<file path="src/rtl/wmms_pkg.sv">
// ----------------------------------------------------------------------------
// wmms_pkg
// Shared types, constants and helpers for the weight matrix motif scan unit.
// ----------------------------------------------------------------------------
package wmms_pkg;

  localparam int MAX_MOTIF_LEN = 32;
  localparam int WEIGHT_BITS   = 16;
  localparam int POSITION_BITS = 32;

  localparam int IDX_BITS   = (MAX_MOTIF_LEN > 1) ? $clog2(MAX_MOTIF_LEN) : 1;
  localparam int CODE_BITS  = 3;
  localparam int ROW_BITS   = 2;
  localparam int ROWS       = 4;
  localparam int SCORE_BITS = 24;
  localparam int ACC_BITS   = WEIGHT_BITS + IDX_BITS + 1;
  localparam int SAT_BITS   = ACC_BITS + SCORE_BITS;
  localparam int LEN_FIELD_BITS = 6;
  localparam int CFG_IDX_BITS   = 3;
  localparam int CFG_DATA_BITS  = 32;
  localparam int HIT_BITS       = 32;
  localparam int IN_WEIGHT_BITS = 16;

  localparam logic [CODE_BITS-1:0] CODE_N = 3'd4;

  localparam logic [POSITION_BITS-1:0] POS_MAX = {POSITION_BITS{1'b1}};

  typedef enum logic [CFG_IDX_BITS-1:0] {
    REG_THRESHOLD  = 3'd0,
    REG_SKIP_N     = 3'd1,
    REG_MOTIF_LEN  = 3'd2,
    REG_RANGE_FROM = 3'd3,
    REG_RANGE_TO   = 3'd4
  } cfg_reg_t;

  typedef enum logic {
    OP_LOAD = 1'b0,
    OP_BASE = 1'b1
  } op_t;

  typedef enum logic [1:0] {
    ST_IDLE,
    ST_TERM,
    ST_SUM,
    ST_DONE
  } state_t;

  typedef struct packed {
    logic shift;
    logic load_term;
    logic skip_n;
  } cell_ctl_t;

  typedef struct packed {
    logic                          en;
    logic [ROW_BITS-1:0]           row;
    logic signed [WEIGHT_BITS-1:0] value;
  } wt_wr_t;

  function automatic logic signed [SCORE_BITS-1:0] sat_score(
    input logic signed [ACC_BITS-1:0] s
  );
    logic signed [SAT_BITS-1:0] w;
    logic signed [SAT_BITS-1:0] hi;
    logic signed [SAT_BITS-1:0] lo;
    logic signed [SCORE_BITS-1:0] r;
    w  = SAT_BITS'(s);
    hi = SAT_BITS'({1'b0, {(SCORE_BITS-1){1'b1}}});
    lo = -hi - SAT_BITS'(1);
    if (w > hi) begin
      r = hi[SCORE_BITS-1:0];
    end else if (w < lo) begin
      r = lo[SCORE_BITS-1:0];
    end else begin
      r = w[SCORE_BITS-1:0];
    end
    return r;
  endfunction

endpackage

</file>
<file path="src/rtl/wmms_cell.sv">
// ----------------------------------------------------------------------------
// wmms_cell
// One matrix column: holds one window base, four weights, and one stage of
// the running score that passes from cell to cell.
// ----------------------------------------------------------------------------
module wmms_cell (
  input  logic                                    clk,
  input  logic                                    rst,
  input  wmms_pkg::cell_ctl_t                     ctl,
  input  wmms_pkg::wt_wr_t                        wr,
  input  logic                                    active,
  input  logic [wmms_pkg::CODE_BITS-1:0]          hist_in,
  output logic [wmms_pkg::CODE_BITS-1:0]          hist_out,
  input  logic [wmms_pkg::CODE_BITS-1:0]          sel_code,
  input  logic signed [wmms_pkg::ACC_BITS-1:0]    sum_in,
  input  logic                                    bad_in,
  output logic signed [wmms_pkg::ACC_BITS-1:0]    sum_out,
  output logic                                    bad_out
);

  logic [wmms_pkg::CODE_BITS-1:0]          hist;
  logic signed [wmms_pkg::WEIGHT_BITS-1:0] weight [wmms_pkg::ROWS];
  logic signed [wmms_pkg::WEIGHT_BITS-1:0] term;
  logic                                    bad;
  logic signed [wmms_pkg::ACC_BITS-1:0]    sum;
  logic                                    bad_acc;
  logic                                    is_acgt;
  logic                                    is_bad;

  always_comb begin
    is_acgt = sel_code < wmms_pkg::CODE_N;
    is_bad  = (sel_code > wmms_pkg::CODE_N) || ((sel_code == wmms_pkg::CODE_N) && ctl.skip_n);
  end

  always_ff @(posedge clk) begin
    if (rst) begin
      hist <= '0;
    end else if (ctl.shift) begin
      hist <= hist_in;
    end
  end

  always_ff @(posedge clk) begin
    if (wr.en) begin
      weight[wr.row] <= wr.value;
    end
  end

  // term and flag of this column for the current window
  always_ff @(posedge clk) begin
    if (ctl.load_term) begin
      term <= (active && is_acgt) ? weight[sel_code[wmms_pkg::ROW_BITS-1:0]] : '0;
      bad  <= active && is_bad;
    end
  end

  // score stage, settles one cell further each cycle
  always_ff @(posedge clk) begin
    sum     <= sum_in + wmms_pkg::ACC_BITS'(term);
    bad_acc <= bad_in | bad;
  end

  assign hist_out = hist;
  assign sum_out  = sum;
  assign bad_out  = bad_acc;

endmodule

</file>
<file path="config.mk">
export PLATFORM = sky130hd
export DESIGN_NAME = wmms_cell
export DESIGN_NICKNAME = d
export VERILOG_FILES = /design/src/rtl/wmms_pkg.sv /design/src/rtl/wmms_cell.sv
export SDC_FILE = /design/constraint.sdc
export NUM_CORES = 1
export LEC_CHECK = 0
export ABC_AREA = 0
export BUFFER_PORTS_ARGS = -buffer_cell sky130_fd_sc_hd__buf_2
export CAP_MARGIN = 25
export CORE_MARGIN = 3
export CORE_UTILIZATION = 35
export CTS_CLUSTER_DIAMETER = 40
export DETAILED_ROUTE_END_ITERATION = 8
export PLACE_DENSITY = 0.6
export RECOVER_POWER = 100
export SYNTH_ARGS = -nofsm -noshare
export SYNTH_HDL_FRONTEND = slang
export SYNTH_SLANG_ARGS = --single-unit
</file>
<file path="constraint.sdc">
create_clock -name clk -period 6 [get_ports clk]
set_input_delay 0.9 -clock clk [delete_from_list [all_inputs] [get_ports clk]]
set_output_delay 0.9 -clock clk [all_outputs]
set_load 0.1 [all_outputs]
</file>
Yosys cells after proc, flatten, opt, wreduce, memory -nomap -nowiden
Memory sizes are Yosys's and may differ from the RTL's. A register that Yosys moved wholly into a read port is not among the register bits.
Cells that the tools add are included.
W data, S select, Z words.
{ "totals": {"register_bits": 27, "ramBits": 64, "in_bits": 54, "word_cells": 17, "n_memories": 1} }
{ "op_classes": {"n_addsub": 1, "order_cmp": 2, "n_eq_ne": 1, "n_mux": 2, "n_bitwise": 1, "reduce_logical": 5} }
{ "memory_table": {"columns": ["memory", "depth", "word_bits", "rd", "rd_ports_with_merged_regs", "write_ports", "line", "rtl"], "rows": [
  ["weight", 4, 16, 1, 1, 1, "wmms_cell.sv:22", "logic signed [wmms_pkg::WEIGHT_BITS-1:0] weight [wmms_pkg::ROWS];"]
]} }
{ "ops": {"columns": ["cell", "n"], "rows": [
  ["$add A22 B16 Y22", 1],
  ["$eq A3 B3 Y1 const B", 1],
  ["$gt A3 B3 Y1 const B", 1],
  ["$logic_and A1 B1 Y1", 3],
  ["$lt A3 B3 Y1 const B", 1],
  ["$mux W1", 2],
  ["$logic_not A1 Y1", 1],
  ["$logic_or A1 B1 Y1", 1],
  ["$or A1 B1 Y1", 1]
]} }

Depth between registers and ports, before layout
{ "depth": {"word_depth": 4, "ltp_mapped": 9, "mapped_depth_nobuf": 9} }

Worst setup path after synthesis
Ideal clock, no wire load.
{ "synth_timing": {"path_kind": "input-to-reg", "startpoint": "in sum_in[0] (netlist name)", "endpoint": "reg sum (netlist bit sum_out[18])", "setup_time_ns": 0.134, "arrival_time_ns": 2.638, "required_ns": 5.866, "slack_ns": 3.228, "path_stages": 9, "path_buffers": 0, "path_cell_list": "ha_1 -> inv_1 -> fa_1 -> nor2b_1 -> o31a_1 -> o211ai_1 -> nand3_1 -> mux2i_1 -> or4b_1"} }
{ "synth_via": {"elab_chain_len": 1} }
{ "synth_rtl": {"columns": ["element", "line", "rtl"], "rows": [
  ["start: declaration", "wmms_cell.sv:15", "input logic signed [wmms_pkg::ACC_BITS-1:0] sum_in,"],
  ["$add A22 B16 Y22", "wmms_cell.sv:59", "sum <= sum_in + wmms_pkg::ACC_BITS'(term);"],
  ["end signal: assignment", "wmms_cell.sv:59", null],
  ["end: declaration", "wmms_cell.sv:25", "logic signed [wmms_pkg::ACC_BITS-1:0] sum;"]
]} }
Every way passes these cells.
A chain may end at the register's enable or synchronous reset.

Worst setup path in the final report
{ "layout_timing": {"startpoint": "in sum_in[3] (netlist name)", "endpoint": "reg sum (netlist bit sum_out[17])"} }
The elaborated chain is that of the path after synthesis.

==> flow_summary.yaml <==
logic_synthesis:
  syn_avg_cell_area_um2: 14.47
  synth_edf_count: 81
  synth_cell_types: 50
  synth_xor_area_share_pct: 2.248
  yosysSeqAreaShare_pct: 63.17
  yosys_register_bits: 107
  synth_ff_type: "edfxtp_1"
  synth_compound_area_share_pct: 7.950
  synth.cell_area_um2: 4674
  syn_inst: 323
  yosys.area_share.simple_pct: 10.49
  synth_top_family_by_area: "simple AND/OR/NAND/NOR gates"
  yosysWarnings: 0
  yosys.area_share.adder_pct: 6.049
  synth_nets: 399
  synthMuxAreaShare_pct: 8.565
  ys_async_sr_fraction_pct: 0
pwr:
  power_frac_comb_pct: 22.2
  internal_power_uw: 1245
  power_density_nw_per_um2: 341.7
  leakage_uw: 0.001992
  swShare_pct: 33.58
  power_frac_clock_pct: 31.4
  p_seq_share_pct: 46.4
  switchingPower_uw: 629.2
  peakVddDrop_uv: 129.6
worst_setup_path:
  r2r_setup_slack_ns: 3.35
  r2r_cells: 7
  r2r_start: "term[3]"
  path_max_fanout: 7
  startpoint_type: "input pin"
  worstSetupEndpointType: "flop"
  arrival_ns: 3.16
  cp_top_family: "compound AO/OA/AOI/OAI gates"
  required_ns: 6.23
  crit_cells: 8
  slowest_stage: "a221oi_1"
  critPathKind: "in2reg"
  cp-startpoint: "sum_in[3]"
  crit_buf_inv: 1
  critical_path.max_stage_delay_ns: 0.82
  path_cells: "buf_2, ha_1, and2_0, a221o_1, o2111ai_1, a221oi_1, a21boi_0, xnor2_1"
grt:
  first_global_vias: 2805
  grt-busiest-layer: "met2"
  antenna_found_initial: 0
  grt_max_degree: 22
  use_met3_pct: 3.482
  met1_usage_pct: 14.82
  grt_usage_pct: 11.95
  gr-total-overflow: 0
  use_met2_pct: 19.52
  grt_pass1_wl_um: 13640
routing:
  wl_per_cell_um: 14.75
  viasPerCell: 4.813
  drtIter0Drc: 151
  vias: 2801
  ant_nets: 0
  drc: 0
  wl_um: 8582
  drt_first_pass_iters: 4
placed_design:
  port_buffers: 79
  place_congestion: 0.7573
  dpl_cell_area_um2: 5263
  placedCellCount: 566
  hpwlAfterDp_um: 6068
  pre_cts_ws_ns: 2.900
floorplan:
  ios: 80
  fp.coreArea_um2: 12820
  die-area_um2: 14780
  start_util_pct: 36.45
  floorplan.die.height_um: 121.6
  fp.dieW_um: 121.6
  rows: 41
sta:
  fmax_ghz: 0.3417
  slew_headroom_pct: -1.892
  setup_viol_count_final: 0
  fin_skew_ns: 0.008445
  worst_pin_slew_ns: 1.523
  rsz0062_at_grt: "no"
  hold_viol: 0
  layout_setup_ws_ns: 3.073
  fin_crit_ns: 2.927
  fin_crit_sh_pct: 48.78
  maxSlewViolCount: 17
  tns_ns: 0
final_layout:
  final-instance-count-excl-fill: 582
  final_layout_size_suffix_gt1_share_pct: 15.61
  fin_util_pct: 42.76
  diodes: 0
  final_area_um2: 5484
  syn2layout_area_growth_pct: 17.32
  final_nets: 481
outcome:
  violations: "max-capacitance violations, max-slew violations"
  status: "finished with violations"
clock_tree:
  cts.sinks: 107
  clkSlewWorstSetupHoldPaths_ns: 0.08
  cts_tree: "yes"
  insertion_delay_ns: 0.34
  htreeDepth: 3
  post_cts_resize_count: 0
  clk_path_buf_depth: 2
  cts-root-buf: "clkbuf_16"
  cts_made_buffers: 9
  post_cts_buffers: 0
  postCtsHoldBufs: 0
min_path:
  holdPathStages: 1
  min_from: "bad"
  holdCritPathClass: "reg2reg"
job:
  cap_viol_max_count: 1
worst paths after layout:
| path | endpoint |
|---|---|
| worst max-delay path | sum_out[17] |
| worst min register to register | bad_out |
| worst min-delay path | bad_out |
| worst max register to register | sum_out[17] |
cell usage after synthesis, drive strengths merged (8+ instances only):
master | number | area [um2]
ha | 21 | 262.8
edfxtp | 81 | 2432
inv | 9 | 33.78
nand2 | 9 | 33.78
nand3 | 8 | 40.04
nor2b | 21 | 131.4
dfxtp | 26 | 520.5
a21oi | 21 | 105.1
mux4 | 16 | 360.4
xnor2 | 9 | 78.83
o21ai | 8 | 40.04
nor2 | 21 | 78.83
cells in the final DEF, fill, tap and decap left out, drive strengths merged, types with 2 or more instances in the layout:
| cell type | instances |
|---|---|
| a21o | 2 |
| a21oi | 21 |
| and2 | 2 |
| and3 | 5 |
| buf | 31 |
| clkbuf | 58 |
| clkinv | 3 |
| dfxtp | 26 |
| edfxtp | 81 |
| ha | 21 |
| inv | 13 |
| mux2i | 4 |
| mux4 | 16 |
| nand2 | 9 |
| nand2b | 2 |
| nand3 | 8 |
| nand3b | 3 |
| nand4 | 2 |
| nor2 | 21 |
| nor2b | 21 |
| nor3 | 5 |
| nor3b | 2 |
| o2111ai | 2 |
| o211ai | 4 |
| o21a | 4 |
| o21ai | 8 |
| o21bai | 2 |
| o311a | 2 |
| o31a | 2 |
| or4 | 3 |
| xnor2 | 9 |
| xor2 | 3 |
per-layer routing:
layer	part of all wire (%)	wire length (um)	vias to the layer above
met5	0	0	-
met2	48	4096	64
li1	-	-	1412
met3	5.2	442	11
met1	45	3868	1314
met4	2.0	175	0
per-stage QoR:
| stage | hold WS [ns] | total power, uW |
|---|---|---|
| finish | 0.4345 | 1874 |
| CTS | 0.4414 | 1904 |
| global placement | 0.4126 | 1311 |
| global route | 0.4701 | 1954 |
| detailed placement | 0.4227 | 1317 |
| floorplan | 0.4074 | 1233 |
cell type report:
class                           count  area (um2)
Clock inverter                      7       76.32
Timing Repair Buffer               80       339.1
Multi-Input combinational cell    198        1642
Tap cell                          172       215.2
Sequential cell                   107        2953
Fill cell                        1220        7341
Clock buffer                        9       225.2
Inverter                            9       33.78
registers in the layout (all words and copies together), names as in the netlist:
name / count
weight: 64
sum_out: 22
term: 16
hist_out: 3
bad: 1
bad_out: 1
power by group through the flow:
stage / sequential [uW] / combinational, uW / clock [uW]
2_1_floorplan: 1100 / 129 / 0
3_3_place_gp: 885 / 426 / 0
3_5_place_dp: 886 / 431 / 0
4_1_cts: 869 / 431 / 604
5_1_grt: 876 / 444 / 634
6_report: 870 / 417 / 588
cells by family after synthesis:
family / count (synthesis)
AOI/OAI and AO/OA: 55
adders and majority gates: 22
and+or+nand+nor: 89
DFF: 107
buffers and inverters: 18
xor gates and xnor gates: 12
muxes: 20
Note: power is estimated with default switching activity, not from simulation.
